[src/hw/rtl/pcpt_pkg.sv]
// ----------------------------------------------------------------------------
// pcpt_pkg
// Shared types, register indexes, mode codes and saturation helpers of the
// point cloud pose transform.
// ----------------------------------------------------------------------------
package pcpt_pkg;

  localparam int unsigned PosW    = 32;
  localparam int unsigned QuatW   = 18;
  localparam int unsigned MatW    = 18;
  localparam int unsigned ModeW   = 2;
  localparam int unsigned CfgIdxW = 3;
  localparam int unsigned CfgDatW = 32;
  localparam int unsigned AccW    = 53;

  localparam logic [ModeW-1:0] MODE_PASS     = 2'd0;
  localparam logic [ModeW-1:0] MODE_SWAP     = 2'd1;
  localparam logic [ModeW-1:0] MODE_POSE     = 2'd2;
  localparam logic [ModeW-1:0] MODE_PASS_ALT = 2'd3;

  localparam logic [CfgIdxW-1:0] REG_MODE    = 3'd0;
  localparam logic [CfgIdxW-1:0] REG_QUAT_X  = 3'd1;
  localparam logic [CfgIdxW-1:0] REG_QUAT_Y  = 3'd2;
  localparam logic [CfgIdxW-1:0] REG_QUAT_Z  = 3'd3;
  localparam logic [CfgIdxW-1:0] REG_QUAT_W  = 3'd4;
  localparam logic [CfgIdxW-1:0] REG_TRANS_X = 3'd5;
  localparam logic [CfgIdxW-1:0] REG_TRANS_Y = 3'd6;
  localparam logic [CfgIdxW-1:0] REG_TRANS_Z = 3'd7;

  localparam logic signed [MatW-1:0]  MAT_ONE    = 18'sd65536;
  localparam logic signed [QuatW-1:0] QUAT_W_RST = 18'sd16384;
  localparam logic [ModeW-1:0]        MODE_RST   = MODE_SWAP;

  typedef logic signed [PosW-1:0]  pos_t;
  typedef logic signed [QuatW-1:0] quat_comp_t;
  typedef logic signed [MatW-1:0]  mat_entry_t;
  typedef mat_entry_t mat_t [9];

  typedef struct packed {
    quat_comp_t x;
    quat_comp_t y;
    quat_comp_t z;
    quat_comp_t w;
  } quat_t;

  function automatic pos_t neg_sat32(input pos_t v);
    pos_t r;
    if (v == 32'sh8000_0000) begin
      r = 32'sh7FFF_FFFF;
    end else begin
      r = -v;
    end
    return r;
  endfunction

  function automatic pos_t round_sat32(input logic signed [AccW-1:0] acc);
    logic signed [AccW-17:0] sh;
    pos_t r;
    sh = acc[AccW-1:16];
    if (sh > 37'sh0_7FFF_FFFF) begin
      r = 32'sh7FFF_FFFF;
    end else if (sh < 37'sh1F_8000_0000) begin
      r = 32'sh8000_0000;
    end else begin
      r = sh[PosW-1:0];
    end
    return r;
  endfunction

endpackage

[src/hw/rtl/pcpt_rot_gen.sv]
// ----------------------------------------------------------------------------
// pcpt_rot_gen
// Rotation matrix generator: squares and cross products of the quaternion on
// one shared multiplier, then one restoring divider, used in turn for each of
// the nine entries. Rerun after any quaternion write.
// ----------------------------------------------------------------------------
module pcpt_rot_gen (
  input  logic            clk_i,
  input  logic            rst_ni,
  input  logic            quat_wr_i,
  input  pcpt_pkg::quat_t quat_i,
  output logic            busy_o,
  output pcpt_pkg::mat_t  mat_o
);
  import pcpt_pkg::*;

  localparam int unsigned ProdW = 2 * QuatW;
  localparam int unsigned SumW  = ProdW + 1;
  localparam int unsigned NumW  = ProdW + 3;
  localparam int unsigned QuoW  = 17;
  localparam int unsigned RemW  = NumW - 1 + QuoW;

  localparam logic [2:0] ST_IDLE  = 3'd0;
  localparam logic [2:0] ST_PROD  = 3'd1;
  localparam logic [2:0] ST_SUM   = 3'd2;
  localparam logic [2:0] ST_LOAD  = 3'd3;
  localparam logic [2:0] ST_DIV   = 3'd4;
  localparam logic [2:0] ST_STORE = 3'd5;

  localparam logic [3:0] P_XX = 4'd0;
  localparam logic [3:0] P_YY = 4'd1;
  localparam logic [3:0] P_ZZ = 4'd2;
  localparam logic [3:0] P_WW = 4'd3;
  localparam logic [3:0] P_XY = 4'd4;
  localparam logic [3:0] P_XZ = 4'd5;
  localparam logic [3:0] P_YZ = 4'd6;
  localparam logic [3:0] P_WX = 4'd7;
  localparam logic [3:0] P_WY = 4'd8;
  localparam logic [3:0] P_WZ = 4'd9;
  localparam logic [3:0] LAST_ENTRY = 4'd8;
  localparam logic [4:0] LAST_BIT   = 5'd16;
  localparam logic [QuoW-1:0] QUO_ONE = 17'h1_0000;

  logic [2:0]             state_q, state_d;
  logic                   stale_q, stale_d;
  logic [3:0]             cnt_q, cnt_d;
  logic [4:0]             bit_q, bit_d;
  logic signed [ProdW-1:0] prod_q [10];
  logic [SumW-1:0]        dsum_q;
  logic [RemW-1:0]        rem_q;
  logic [RemW-1:0]        dsh_q;
  logic [QuoW-1:0]        quo_q;
  logic                   neg_q;
  mat_t                   mat_q;

  quat_comp_t              mul_a, mul_b;
  logic signed [ProdW-1:0] mul_p;
  logic signed [SumW:0]    dsum;
  logic signed [NumW-1:0]  num_sel;
  logic [NumW-2:0]         num_mag;
  logic                    div_ge;
  logic [QuoW-1:0]         quo_clamp;
  mat_entry_t              entry;

  always_comb begin
    unique case (cnt_q)
      P_XX:    begin mul_a = quat_i.x; mul_b = quat_i.x; end
      P_YY:    begin mul_a = quat_i.y; mul_b = quat_i.y; end
      P_ZZ:    begin mul_a = quat_i.z; mul_b = quat_i.z; end
      P_WW:    begin mul_a = quat_i.w; mul_b = quat_i.w; end
      P_XY:    begin mul_a = quat_i.x; mul_b = quat_i.y; end
      P_XZ:    begin mul_a = quat_i.x; mul_b = quat_i.z; end
      P_YZ:    begin mul_a = quat_i.y; mul_b = quat_i.z; end
      P_WX:    begin mul_a = quat_i.w; mul_b = quat_i.x; end
      P_WY:    begin mul_a = quat_i.w; mul_b = quat_i.y; end
      P_WZ:    begin mul_a = quat_i.w; mul_b = quat_i.z; end
      default: begin mul_a = '0;       mul_b = '0;       end
    endcase
  end

  assign mul_p = mul_a * mul_b;

  assign dsum = (SumW+1)'(prod_q[P_XX]) + (SumW+1)'(prod_q[P_YY])
              + (SumW+1)'(prod_q[P_ZZ]) + (SumW+1)'(prod_q[P_WW]);

  always_comb begin
    unique case (cnt_q)
      4'd0: num_sel = NumW'(prod_q[P_WW]) + NumW'(prod_q[P_XX])
                    - NumW'(prod_q[P_YY]) - NumW'(prod_q[P_ZZ]);
      4'd1: num_sel = (NumW'(prod_q[P_XY]) - NumW'(prod_q[P_WZ])) <<< 1;
      4'd2: num_sel = (NumW'(prod_q[P_XZ]) + NumW'(prod_q[P_WY])) <<< 1;
      4'd3: num_sel = (NumW'(prod_q[P_XY]) + NumW'(prod_q[P_WZ])) <<< 1;
      4'd4: num_sel = NumW'(prod_q[P_WW]) - NumW'(prod_q[P_XX])
                    + NumW'(prod_q[P_YY]) - NumW'(prod_q[P_ZZ]);
      4'd5: num_sel = (NumW'(prod_q[P_YZ]) - NumW'(prod_q[P_WX])) <<< 1;
      4'd6: num_sel = (NumW'(prod_q[P_XZ]) - NumW'(prod_q[P_WY])) <<< 1;
      4'd7: num_sel = (NumW'(prod_q[P_YZ]) + NumW'(prod_q[P_WX])) <<< 1;
      4'd8: num_sel = NumW'(prod_q[P_WW]) - NumW'(prod_q[P_XX])
                    - NumW'(prod_q[P_YY]) + NumW'(prod_q[P_ZZ]);
      default: num_sel = '0;
    endcase
  end

  assign num_mag   = num_sel[NumW-1] ? (NumW-1)'(-num_sel) : (NumW-1)'(num_sel);
  assign div_ge    = (rem_q >= dsh_q);
  assign quo_clamp = (quo_q > QUO_ONE) ? QUO_ONE : quo_q;
  assign entry     = neg_q ? -$signed({1'b0, quo_clamp}) : $signed({1'b0, quo_clamp});

  always_comb begin
    state_d = state_q;
    stale_d = stale_q;
    cnt_d   = cnt_q;
    bit_d   = bit_q;
    if (quat_wr_i) begin
      state_d = ST_IDLE;
      stale_d = 1'b1;
    end else begin
      unique case (state_q)
        ST_IDLE: begin
          if (stale_q) begin
            stale_d = 1'b0;
            state_d = ST_PROD;
            cnt_d   = '0;
          end
        end
        ST_PROD: begin
          if (cnt_q == P_WZ) begin
            state_d = ST_SUM;
          end else begin
            cnt_d = cnt_q + 4'd1;
          end
        end
        ST_SUM: begin
          cnt_d   = '0;
          state_d = (dsum == '0) ? ST_IDLE : ST_LOAD;
        end
        ST_LOAD: begin
          bit_d   = LAST_BIT;
          state_d = ST_DIV;
        end
        ST_DIV: begin
          if (bit_q == '0) begin
            state_d = ST_STORE;
          end else begin
            bit_d = bit_q - 5'd1;
          end
        end
        ST_STORE: begin
          if (cnt_q == LAST_ENTRY) begin
            state_d = ST_IDLE;
          end else begin
            cnt_d   = cnt_q + 4'd1;
            state_d = ST_LOAD;
          end
        end
        default: state_d = ST_IDLE;
      endcase
    end
  end

  always_ff @(posedge clk_i or negedge rst_ni) begin
    if (!rst_ni) begin
      state_q <= ST_IDLE;
      stale_q <= 1'b0;
      cnt_q   <= '0;
      bit_q   <= '0;
      for (int i = 0; i < 9; i++) begin
        mat_q[i] <= (i == 0 || i == 4 || i == 8) ? MAT_ONE : '0;
      end
    end else begin
      state_q <= state_d;
      stale_q <= stale_d;
      cnt_q   <= cnt_d;
      bit_q   <= bit_d;
      if (!quat_wr_i && state_q == ST_SUM && dsum == '0) begin
        for (int i = 0; i < 9; i++) begin
          mat_q[i] <= (i == 0 || i == 4 || i == 8) ? MAT_ONE : '0;
        end
      end
      if (!quat_wr_i && state_q == ST_STORE) begin
        mat_q[cnt_q] <= entry;
      end
    end
  end

  always_ff @(posedge clk_i) begin
    if (state_q == ST_PROD) begin
      prod_q[cnt_q] <= mul_p;
    end
    if (state_q == ST_SUM) begin
      dsum_q <= dsum[SumW-1:0];
    end
    if (state_q == ST_LOAD) begin
      rem_q <= RemW'({num_mag, {QuoW{1'b0}}}) + RemW'(dsum_q);
      dsh_q <= RemW'({dsum_q, {QuoW{1'b0}}});
      quo_q <= '0;
      neg_q <= num_sel[NumW-1];
    end
    if (state_q == ST_DIV) begin
      rem_q <= div_ge ? (rem_q - dsh_q) : rem_q;
      dsh_q <= dsh_q >> 1;
      quo_q <= {quo_q[QuoW-2:0], div_ge};
    end
  end

  assign busy_o = stale_q || (state_q != ST_IDLE);
  assign mat_o  = mat_q;

endmodule

[config.mk]
export PLATFORM = sky130hd
export DESIGN_NAME = pcpt_rot_gen
export DESIGN_NICKNAME = d
export VERILOG_FILES = /design/src/hw/rtl/pcpt_pkg.sv /design/src/hw/rtl/pcpt_rot_gen.sv
export SDC_FILE = /design/constraint.sdc
export NUM_CORES = 2
export LEC_CHECK = 0
export ABC_AREA = 1
export BUFFER_PORTS_ARGS = -buffer_cell sky130_fd_sc_hd__buf_2
export CAP_MARGIN = 5
export CORE_MARGIN = 5
export CORE_UTILIZATION = 30
export CTS_BUF_LIST = sky130_fd_sc_hd__clkbuf_4 sky130_fd_sc_hd__clkbuf_8
export DETAILED_ROUTE_END_ITERATION = 16
export GPL_ROUTABILITY_DRIVEN = 1
export PLACE_DENSITY_LB_ADDON = 0.08
export SLEW_MARGIN = 20
export SYNTH_ARGS = -nofsm -noshare
export SYNTH_HDL_FRONTEND = slang
export SYNTH_SLANG_ARGS = --single-unit
[constraint.sdc]
create_clock -name clk_i -period 8.1 [get_ports clk_i]
set_clock_uncertainty 0.1 [all_clocks]
set_input_delay 0.81 -clock clk_i [delete_from_list [all_inputs] [get_ports clk_i]]
set_output_delay 0.81 -clock clk_i [all_outputs]
set_load 0.02 [all_outputs]
==> flow_summary.ini <==
[floorplanning]
floorplan.initialDensity_pct = 30.06
dieWidth_um = 532.9
core.rowCount = 192
boundaryPins = 238
die_h_um = 532.9
die-area_mm2 = 0.2840
core_area_mm2 = 0.2729

[sta]
clock.fmax_ghz = 0.1234
fin_hold_ws_ps = 241.8
report.final.setup_viol = 1
tightestPinTransition_ps = 1192
hold_viol = 0
grt_setup_unrepaired = true
final_period_minus_worst_setup_slack_ps = 8101
setup_slack_ps = -0.7336
timing_max_transition_violations_final = 0
post-route-period-util_pct = 100.0
maxSlewHeadroom_pct = 20.15

[routing]
route.detailed.drc = 0
drt-total-wl_um = 409200
vias = 83910
viasPerCell = 5.041
drt-pass1-iter-count = 8
routed_wire_length_per_instance_um = 24.58
first_iter_violations = 7338
drtAntennaViolNets = 0

[placement]
io_buffers = 237
post-place-cells = 16322
routabilityCongestion = 1.010
hpwlAfterDp_um = 341700

[global_route]
grt_max_degree = 164
grt_pass1_vias = 83145
use_met3_pct = 2.853
global_route.usage.met2_pct = 45.83
first_pass_grt_wire_length_um = 582500
grt-busiest-layer = met2
grt_usage_pct = 27.90
global_route.usage.met1_pct = 37.54
grt_overflow = 0
antenna_found_initial = 39

[final_layout]
areaGrowthSynthToFinish_pct = 20.86
final_net_count = 14154
stdcell_count = 16645
layout-drive-gt1-share_pct = 14.26

[min_path]
hp-class = input port to flop
timing.hold.worst_path_depth = 4
min_from = quat_wr_i

[logic_synthesis]
number_of_synthesized_flops_with_an_enable_pin = 524
synth_seq_area_share_pct = 24.53
ys_types = 60
yosys.cell_count.top_type = sky130_fd_sc_hd__nand2_1
post-synth-top-area-cell = sky130_fd_sc_hd__edfxtp_1
avgSynthCellArea_um2 = 6.896
postSynthNetCount = 13108
netlist_area_mm2 = 0.08202
synthTopCellsByCount = 3,858 x sky130_fd_sc_hd__nand2_1, 2,055 x sky130_fd_sc_hd__inv_1, 1,151 x sky130_fd_sc_hd__nand3_1
synthCells = 11894
async_reset_ff_share_pct = 25.04
post-synth-top-area-fraction_pct = 19.18
synth.ff_latch_count = 699
dominant_synthesized_flop_cell = sky130_fd_sc_hd__edfxtp_1
ys_warn_count = 0
ys_top_cells_by_area = sky130_fd_sc_hd__edfxtp_1 19%, sky130_fd_sc_hd__nand2_1 18%, sky130_fd_sc_hd__fa_1 14%

[setup_path]
worstPathRequired_ps = 8680
critical-path-top-cell-by-count = sky130_fd_sc_hd__buf_4
arrival_ps = 8680
worstReg2RegEnd = rem_q[54]$_DFFE_PP_
setup.worst_path.start_class = flop
rr_startpoint = prod_q[3][2]$_DFFE_PP_
timing.reg2reg.worst_path_depth = 46
cp-startpoint = prod_q[3][2]$_DFFE_PP_
timing.reg2reg.setup_slack_ps = -0.7
worstPathMaxFanout = 4
timing.critical_path.slowest_cell_delay_ps = 420
criticalPathCategory = flop to flop
crit_path_end = rem_q[54]$_DFFE_PP_
timing.critical_path.to_type = flop
cpMaxStageDelayCell = sky130_fd_sc_hd__edfxtp_1

[cts]
cts_num_sinks = 699
tritoncts = done
clk_transition_reported_paths_ps = 70
clock_tree.htree_level_count = 4
cts.path.max_buffers = 4
cts_made_buffers = 148
root_buffer = sky130_fd_sc_hd__clkbuf_8
clock_insertion_delay_worst_skew_ps = 970

[run]
cap_violations = 0

[outcome]
violations = negative setup slack
status = complete, but fails checks
cells by family (layout without fill, tap and decap cells):
family	count (synthesis)	after routing	share of synthesized area, %
buffers and inverters	2401	3546	11.25
AO/OA/AOI/OAI	1144	1144	7.723
XOR/XNOR	185	185	1.975
flip-flops	699	699	24.53
AND/OR/NAND/NOR	6326	6326	32.03
adder cells (fa/ha/maj)	1139	1139	22.49
other	0	17	0
through the flow:
stage               utilization (%)  TNS, ps  setup slack [ps]  area (µm²)
floorplan                         -        0             4.594       82170
global placement              34.49   -55260             -1211       94130
detailed placement            34.50   -58570             -1013       94140
CTS                           35.96   -89.29            -34.21       98120
global route                  36.31    -5109            -418.2       99100
finish                        36.33  -0.7336           -0.7336       99140
cells in the final DEF, fill, tap and decap left out, drive strengths merged, types with 22 or more instances in the layout:
| master | n |
|---|---|
| a21oi | 532 |
| a22oi | 37 |
| a31oi | 41 |
| buf | 1186 |
| clkbuf | 188 |
| clkinv | 53 |
| dfrtp | 172 |
| edfxtp | 524 |
| fa | 559 |
| ha | 580 |
| inv | 2098 |
| nand2 | 3875 |
| nand3 | 1162 |
| nand3b | 33 |
| nand4 | 175 |
| nor2 | 936 |
| nor3 | 87 |
| nor4 | 22 |
| o21ai | 372 |
| o21bai | 47 |
| xnor2 | 82 |
| xor2 | 103 |
sequential cells by signal, summed over array words and instances, names as in the netlist, 4 cells and up:
signal  cells
mat_o     162
cnt_q       4
rem_q      55
bit_q       5
dsh_q      54
dsum_q     37
prod_q    360
quo_q      17
worst max-delay path, delay by kind of cell, from the launching register on:
kind,cells,cell delay [ps]
buffers and inverters,8,1280
AND/OR/NAND/NOR,25,3050
AO/OA/AOI/OAI,9,1860
flip-flops,1,420
XOR/XNOR,1,120
adder cells (fa/ha/maj),3,1030
how the worst min path moves through the flow:
stage	end	slack, ps
2_1_floorplan	bit_q[3]$_DFFE_PN0P_	350
3_3_place_gp	bit_q[3]$_DFFE_PN0P_	370
3_5_place_dp	bit_q[3]$_DFFE_PN0P_	380
4_1_cts	state_q[1]$_DFFE_PN0P_	140
5_1_grt	state_q[1]$_DFFE_PN0P_	230
6_report	state_q[1]$_DFFE_PN0P_	240
cell type report:
| cell class | instances | area, µm² |
|---|---|---|
| diodes | 17 | 42.54 |
| well taps | 3589 | 4491 |
| multi-input cells | 8794 | 54650 |
| flip-flops and latches | 699 | 20120 |
| inverters | 2110 | 7939 |
| repair buffers | 1187 | 9047 |
| clock buffers | 188 | 2362 |
| clock inverters | 61 | 490.5 |
| fillers | 29418 | 173800 |
metal layers:
layer  share of wire (%)  vias up
li1                    -    39646
met1                  44    41003
met2                  46     2658
met3                 5.2      597
met4                 4.7        6
met5              0.0093        -
timing repair:
item / CTS / global route
endpoints found under the hold margin: 81 / 0
endpoints found under the setup margin: 116 / 138
hold buffers: 1 / 0
setup buffers: 37 / 20
gates cloned: 1 / 1
resized for setup: 156 / 199
pin swaps: 80 / 129
Power is left out: the tool's default activity adds up to more than one toggle a clock period on the data nets, which glitch-free logic cannot reach.
